===== src/rtl/fic_pkg.sv =====
package fic_pkg;

  localparam int SIZE_BITS = 24;
  localparam int LIMIT_W   = 25;
  localparam int ADDR_W    = 4;
  localparam int DATA_W    = 32;

  localparam logic [31:0]        CRC_ONES    = 32'hFFFF_FFFF;
  localparam logic [31:0]        CRC_POLY    = 32'hEDB8_8320;
  localparam logic [7:0]         BYTE_MASK   = 8'hFF;
  localparam logic [LIMIT_W-1:0] LIMIT_RESET = 25'h100_0000;

  typedef enum logic [1:0] {
    ST_PASS  = 2'd0,
    ST_MAGIC = 2'd1,
    ST_SIZE  = 2'd2,
    ST_CRC   = 2'd3
  } status_t;

  typedef enum logic {
    OP_HEADER = 1'b0,
    OP_DATA   = 1'b1
  } op_t;

  typedef enum logic [1:0] {
    REG_MAGIC     = 2'd0,
    REG_APP_LIMIT = 2'd1,
    REG_DL_LIMIT  = 2'd2,
    REG_CHECK_CRC = 2'd3
  } reg_idx_t;

  typedef struct packed {
    logic        op;
    logic [31:0] header_magic;
    logic [31:0] image_size;
    logic [31:0] expected_crc;
    logic [7:0]  data_byte;
  } item_t;

  typedef struct packed {
    logic [1:0]  status;
    logic [31:0] computed_crc;
    logic        clear_request;
  } result_t;

  typedef struct packed {
    logic [31:0]        expected_magic;
    logic [LIMIT_W-1:0] app_region_limit;
    logic [LIMIT_W-1:0] download_region_limit;
    logic               check_crc;
  } cfg_t;

endpackage


===== src/rtl/fic_cfg.sv =====
module fic_cfg (
  input  logic                        clk,
  input  logic                        rst,
  input  logic                        psel,
  input  logic                        penable,
  input  logic                        pwrite,
  input  logic [fic_pkg::ADDR_W-1:0]  paddr,
  input  logic [fic_pkg::DATA_W-1:0]  pwdata,
  output logic [fic_pkg::DATA_W-1:0]  prdata,
  output logic                        pready,
  output fic_pkg::cfg_t               cfg
);

  fic_pkg::reg_idx_t idx;
  logic              wr_en;

  assign idx    = fic_pkg::reg_idx_t'(paddr[3:2]);
  assign wr_en  = psel && penable && pwrite;
  assign pready = 1'b1;

  always_ff @(posedge clk) begin
    if (rst) begin
      cfg.expected_magic        <= '0;
      cfg.app_region_limit      <= fic_pkg::LIMIT_RESET;
      cfg.download_region_limit <= fic_pkg::LIMIT_RESET;
      cfg.check_crc             <= 1'b1;
    end else if (wr_en) begin
      unique case (idx)
        fic_pkg::REG_MAGIC:     cfg.expected_magic        <= pwdata;
        fic_pkg::REG_APP_LIMIT: cfg.app_region_limit      <= pwdata[fic_pkg::LIMIT_W-1:0];
        fic_pkg::REG_DL_LIMIT:  cfg.download_region_limit <= pwdata[fic_pkg::LIMIT_W-1:0];
        fic_pkg::REG_CHECK_CRC: cfg.check_crc             <= pwdata[0];
        default: ;
      endcase
    end
  end

  always_comb begin
    prdata = '0;
    unique case (idx)
      fic_pkg::REG_MAGIC:     prdata = cfg.expected_magic;
      fic_pkg::REG_APP_LIMIT: prdata = {{(fic_pkg::DATA_W-fic_pkg::LIMIT_W){1'b0}},
                                        cfg.app_region_limit};
      fic_pkg::REG_DL_LIMIT:  prdata = {{(fic_pkg::DATA_W-fic_pkg::LIMIT_W){1'b0}},
                                        cfg.download_region_limit};
      fic_pkg::REG_CHECK_CRC: prdata = {{(fic_pkg::DATA_W-1){1'b0}}, cfg.check_crc};
      default: ;
    endcase
  end

endmodule


===== src/rtl/fic_engine.sv =====
module fic_engine #(
  parameter int SIZE_BITS = fic_pkg::SIZE_BITS
) (
  input  logic             clk,
  input  logic             rst,
  input  fic_pkg::cfg_t    cfg,
  input  logic             item_valid,
  output logic             item_stall,
  input  fic_pkg::item_t   item,
  output logic             result_valid,
  input  logic             result_stall,
  output fic_pkg::result_t result
);

  localparam logic [32:0] SIZE_CAP = 33'd1 << SIZE_BITS;

  function automatic logic [31:0] fold_byte(input logic [31:0] crc_in, input logic [7:0] b);
    logic [31:0] c;
    c = crc_in ^ {24'd0, b & fic_pkg::BYTE_MASK};
    for (int i = 0; i < 8; i++) begin
      c = (c >> 1) ^ (c[0] ? fic_pkg::CRC_POLY : 32'd0);
    end
    return c;
  endfunction

  // Input register
  logic             s1_valid;
  fic_pkg::item_t   s1;

  // Check state
  logic                        armed;
  logic                        armed_next;
  logic [31:0]                 crc;
  logic [31:0]                 crc_next;
  logic [fic_pkg::LIMIT_W-1:0] remaining;
  logic [fic_pkg::LIMIT_W-1:0] remaining_next;
  logic [31:0]                 held_crc;
  logic [31:0]                 held_crc_next;

  logic                        out_load;
  logic                        fire;
  logic                        has_result;
  fic_pkg::result_t            result_next;
  logic [32:0]                 cap;
  logic [32:0]                 size_ext;
  logic                        size_bad;
  logic [31:0]                 crc_fold;
  logic [31:0]                 final_crc;
  logic [fic_pkg::LIMIT_W-1:0] remaining_dec;

  assign out_load   = !result_valid || !result_stall;
  assign item_stall = s1_valid && !out_load;
  assign fire       = s1_valid && out_load;

  always_ff @(posedge clk) begin
    if (rst) begin
      s1_valid <= 1'b0;
    end else if (!item_stall) begin
      s1_valid <= item_valid;
    end
  end

  always_ff @(posedge clk) begin
    if (!item_stall && item_valid) begin
      s1 <= item;
    end
  end

  always_comb begin
    cap = SIZE_CAP;
    if ({8'd0, cfg.app_region_limit} < cap) begin
      cap = {8'd0, cfg.app_region_limit};
    end
    if ({8'd0, cfg.download_region_limit} < cap) begin
      cap = {8'd0, cfg.download_region_limit};
    end
  end

  assign size_ext      = {1'b0, s1.image_size};
  assign size_bad      = (s1.image_size == 32'd0) || (size_ext > cap);
  assign crc_fold      = fold_byte(crc, s1.data_byte);
  assign final_crc     = crc_fold ^ fic_pkg::CRC_ONES;
  assign remaining_dec = remaining - {{(fic_pkg::LIMIT_W-1){1'b0}}, 1'b1};

  always_comb begin
    armed_next     = armed;
    crc_next       = crc;
    remaining_next = remaining;
    held_crc_next  = held_crc;
    has_result     = 1'b0;
    result_next    = '0;
    if (fire) begin
      if (s1.op == fic_pkg::OP_HEADER) begin
        armed_next     = 1'b0;
        crc_next       = fic_pkg::CRC_ONES;
        remaining_next = '0;
        if (s1.header_magic != cfg.expected_magic) begin
          has_result         = 1'b1;
          result_next.status = fic_pkg::ST_MAGIC;
        end else if (size_bad) begin
          has_result         = 1'b1;
          result_next.status = fic_pkg::ST_SIZE;
        end else if (!cfg.check_crc) begin
          has_result         = 1'b1;
          result_next.status = fic_pkg::ST_PASS;
        end else begin
          armed_next     = 1'b1;
          remaining_next = s1.image_size[fic_pkg::LIMIT_W-1:0];
          held_crc_next  = s1.expected_crc;
        end
      end else if (armed) begin
        remaining_next = remaining_dec;
        if (remaining_dec != '0) begin
          crc_next = crc_fold;
        end else begin
          armed_next               = 1'b0;
          crc_next                 = fic_pkg::CRC_ONES;
          has_result               = 1'b1;
          result_next.computed_crc = final_crc;
          if (final_crc == held_crc) begin
            result_next.status = fic_pkg::ST_PASS;
          end else begin
            result_next.status        = fic_pkg::ST_CRC;
            result_next.clear_request = 1'b1;
          end
        end
      end
    end
  end

  always_ff @(posedge clk) begin
    if (rst) begin
      armed     <= 1'b0;
      crc       <= fic_pkg::CRC_ONES;
      remaining <= '0;
      held_crc  <= '0;
    end else begin
      armed     <= armed_next;
      crc       <= crc_next;
      remaining <= remaining_next;
      held_crc  <= held_crc_next;
    end
  end

  // Result register
  always_ff @(posedge clk) begin
    if (rst) begin
      result_valid <= 1'b0;
    end else if (out_load) begin
      result_valid <= has_result;
    end
  end

  always_ff @(posedge clk) begin
    if (out_load && has_result) begin
      result <= result_next;
    end
  end

endmodule


===== src/rtl/firmware_image_crc_checker_top.sv =====
// Firmware image CRC checker. A header item checks the magic word and the image size against
// the smaller region limit and 2**SIZE_BITS, and returns magic_mismatch, size_invalid or, with
// CRC checking off, pass at once; otherwise it arms the block, and each following data item
// folds one byte into a reflected CRC-32 until the header size is reached, when pass or
// crc_mismatch (with clear_request) is returned. One item is accepted per clock cycle unless
// the input is stalled; the byte-wide CRC update sits between the input register and the
// result register. A stalled result holds back the input only while the input register also
// holds an item. Data items while not armed give no result. Configuration is to be written
// through the APB-style port while the block is idle; the block itself does not enforce this.
module firmware_image_crc_checker_top #(
  parameter int SIZE_BITS = fic_pkg::SIZE_BITS
) (
  input  logic                        clk,
  input  logic                        rst,
  input  logic                        psel,
  input  logic                        penable,
  input  logic                        pwrite,
  input  logic [fic_pkg::ADDR_W-1:0]  paddr,
  input  logic [fic_pkg::DATA_W-1:0]  pwdata,
  output logic [fic_pkg::DATA_W-1:0]  prdata,
  output logic                        pready,
  input  logic                        item_valid,
  output logic                        item_stall,
  input  fic_pkg::item_t              item,
  output logic                        result_valid,
  input  logic                        result_stall,
  output fic_pkg::result_t            result
);

  fic_pkg::cfg_t cfg;

  fic_cfg u_cfg (
    .clk     (clk),
    .rst     (rst),
    .psel    (psel),
    .penable (penable),
    .pwrite  (pwrite),
    .paddr   (paddr),
    .pwdata  (pwdata),
    .prdata  (prdata),
    .pready  (pready),
    .cfg     (cfg)
  );

  fic_engine #(
    .SIZE_BITS (SIZE_BITS)
  ) u_engine (
    .clk          (clk),
    .rst          (rst),
    .cfg          (cfg),
    .item_valid   (item_valid),
    .item_stall   (item_stall),
    .item         (item),
    .result_valid (result_valid),
    .result_stall (result_stall),
    .result       (result)
  );

endmodule


===== config.mk =====
export PLATFORM = sky130hd
export DESIGN_NAME = firmware_image_crc_checker_top
export DESIGN_NICKNAME = d
export VERILOG_FILES = /design/src/rtl/fic_pkg.sv /design/src/rtl/fic_cfg.sv /design/src/rtl/fic_engine.sv /design/src/rtl/firmware_image_crc_checker_top.sv
export SDC_FILE = /design/constraint.sdc
export NUM_CORES = 1
export LEC_CHECK = 0
export ABC_AREA = 1
export BUFFER_PORTS_ARGS = -buffer_cell sky130_fd_sc_hd__buf_4
export CAP_MARGIN = 0
export CORE_MARGIN = 3
export CORE_UTILIZATION = 46
export DETAILED_ROUTE_END_ITERATION = 8
export PLACE_DENSITY_LB_ADDON = 0.12
export SYNTH_ARGS = -nofsm -noshare
export SYNTH_HDL_FRONTEND = slang
export SYNTH_SLANG_ARGS = --single-unit

===== constraint.sdc =====
create_clock -name clk -period 5.6 [get_ports clk]
set_input_delay 0.84 -clock clk [delete_from_list [all_inputs] [get_ports clk]]
set_output_delay 0.84 -clock clk [all_outputs]
set_load 0.05 [all_outputs]

==> impl_metrics.csv <==
group,metric,value,unit
final_layout,final_util,56.1,%
yosys,ys_seq_area_share,47.5,%
timing,worst_pin_slew,1050,ps
timing,relSlewSlack,29.8,%
critical_path,reg2reg_to,"u_engine.held_crc[17]",
timing,fin_tns_setup,0,ps
drt,wire_per_inst,18.1,um
placement,dpl-instance-area,18200,um2
power,p_leak,8.51,nW
drt,route.vias.total,15000,
grt,overflow,0,
floorplanning,dieArea,37500,um2
timing,whs,458,ps
clocking,cts-resized-gates,0,
critical_path,crit_path_start_kind,"flip-flop",
power,ir_drop,0.000318,V
grt,antenna_found_initial,2,
yosys,synth_area,16200,um2
placement,gp_congestion,0.918,
floorplanning,die_h,194,um
yosys,synthTopCellsByArea,"edfxtp_1 26%, dfxtp_1 22%, nand2_1 14%, o21ai_0 6.1%, nor2_1 6.0%",
yosys,postSynth.asyncResetShare,0,%
min_path,min-delay-path-class,"in -> reg",
final_layout,area_growth_syn_to_layout,19.8,%
grt,grt_pass1_wl,78300,um
timing,skew,20.9,ps
placement,io_buffers,214,
min_path,min_from,"item[64]",
clocking,cts_tree,"built",
run_status,status,"finished, final reports clean",
timing,setup_violations,0,
clocking,cts_setup_buffers,0,
yosys,syn_nets,2309,
floorplanning,rows,68,
clocking,clk_pin_slew,60,ps
run,cap_viol_max_count,0,
critical_path,regToRegSetupSlack,620,ps
grt,grt_pass1_vias,14400,
floorplanning,initial_core_util,46.8,%
floorplanning,coreArea,34600,um2
clocking,clk_path_buf_depth,3,
grt,grt_max_degree,75,
clocking,clockRootBuffer,"clkbuf_16",
drt,drcViolationCount,0,
critical_path,crit_type,"reg -> reg",
yosys,synth_commonest_cells,"606 x nand2_1, 257 x nor2_1, 198 x o21ai_0, 175 x dfxtp_1, 153 x inv_1",
timing,hold_viol_final,0,
clocking,clock_latency,560,ps
critical_path,worst-r2r-cell-count,25,
critical_path,required,6040,ps
final_layout,fin_area,19400,um2
critical_path,reg2reg_from,"u_cfg.cfg[50]",
timing,slew_violations,0,
yosys,syn_inst,2110,
critical_path,critical_path_arrival,5420,ps
timing,final.period_utilization,88.9,%
drt,dr.pass1.iters,5,
clocking,cts-htree-levels,2,
yosys,synth-seq-cells,315,
min_path,hold_path_end,"u_engine.s1[64]",
yosys,yosysMostFrequentCell,"nand2_1",
clocking,cts_hold_buf,0,
critical_path,cp-end-kind,"flip-flop",
drt,vias_per_cell,5.38,
floorplanning,io_pins,218,
critical_path,worstPathMaxFanout,33,
power,power_density,314,nW/um2
final_layout,nets,2492,
yosys,synth_top_flop_cell,"dfxtp_1",
floorplanning,die_x,194,um
placement,dpl.hpwl,35900,um
final_layout,drive_gt1_share,14.8,%
yosys,synth_enable_flop_cells,140,
drt,drt_iter0_drc,817,
clocking,cts_sinks,315,
timing,clock.fmax,0.201,GHz
clocking,cts_buffers,37,
yosys,yosysWarnings,0,
timing,min_period,4980,ps
yosys,syn_area_per_cell,7.68,um2
drt,antenna_left,0,
yosys,yosysTopAreaCell,"edfxtp_1",
yosys,synth.top_cell.area_share,25.9,%
grt,grtUsageTotal,26.2,%
drt,routed_wl,50200,um
timing,rsz0062_at_grt,"no",
yosys,yosysUniqueCellTypes,43,
min_path,min_path_cells,1,
metal layers:
metal | track usage [%] | wire length (um) | vias up
li1 | - | - | 7364
met1 | 32.7 | 20700 | 6974
met2 | 43.5 | 23800 | 496
met3 | 5.30 | 3270 | 120
met4 | 12.7 | 2440 | 2
met5 | 0 | 15 | -
how the worst max path moves through the flow:
stage	from	slack [ps]	end
finish	u_cfg.cfg[50]	620	u_engine.held_crc[17]
global route	u_cfg.cfg[50]	80	u_engine.held_crc[17]
CTS	u_cfg.cfg[50]	670	u_engine.held_crc[17]
detailed placement	u_cfg.cfg[50]	680	u_engine.held_crc[17]
global placement	u_cfg.cfg[50]	780	u_engine.held_crc[17]
floorplan	u_cfg.cfg[50]	1060	u_engine.result[0]
where the power goes:
group	switching [W]	leakage, nW	internal, W	total, W
registers	0.0000620	2.71	0.00249	0.00255
clock network	0.000988	0.595	0.00151	0.00250
logic	0.000702	5.21	0.000348	0.00105
cells by family after synthesis:
| group | count (synthesis) | share of synthesized area [%] |
|---|---|---|
| XOR/XNOR | 35 | 1.89 |
| flip-flops | 315 | 47.5 |
| AND/OR/NAND/NOR | 1078 | 28.1 |
| other | 1 | 0.0231 |
| adder cells (fa/ha/maj) | 51 | 3.94 |
| AO/OA/AOI/OAI | 379 | 12.4 |
| buffers and inverters | 251 | 6.17 |
layout make-up:
cell class	instances	area [um2]
antenna	1	2.50
clock buffer	50	1020
clock inverter	18	226
fill	3207	15200
inverter	161	607
multi-input combinational	1544	7520
sequential	315	7710
tap	455	569
timing repair buffer	234	1770
worst max-delay path, cell delays in order (launching register included):
cell and delay (ps):
dfxtp_1 300, inv_1 650, nand2_1 190, ha_1 360
a21oi_1 140, o21ai_0 120, nand2_1 70, o211ai_1 100
a21oi_1 140, nand2_1 200, buf_4 270, o21ai_0 390
ha_1 330, a21oi_1 130, o21a_1 130, nand3_1 80
nand2_1 60, nand2_1 40, nand2_1 50, nand2_1 40
nand2_1 80, nand3_2 150, nor2_4 140, inv_2 260
nor2_1 300, nor2_1 80
registers in the layout (all words and copies together) (netlist names), 25 cells and up:
signal and count:
u_engine.crc 32, u_engine.held_crc 32, u_engine.s1 105, u_engine.result 35, u_engine.remaining 25, u_cfg.cfg 83
metrics by stage:
stage	std cells	power [W]	setup slack (ps)
floorplan	2110	0.00328	1060
global placement	2709	0.00362	778
detailed placement	2709	0.00364	678
CTS	2777	0.00613	666
global route	2777	0.00638	77.6
finish	2778	0.00610	623
cell usage in the layout (no fill, tap or decap), types with 16 or more instances in the layout:
cell       instances
a21oi_1          135
buf_4            233
clkbuf_16         39
dfxtp_1          175
edfxtp_1         140
ha_1              51
inv_1            151
nand2_1          606
nand3_1           75
nand3b_1          29
nand4_1           37
nor2_1           256
nor2_2            31
o211ai_1          16
o21ai_0          198
xnor2_1           25
No activity file was read; power rests on OpenSTA's default activity.
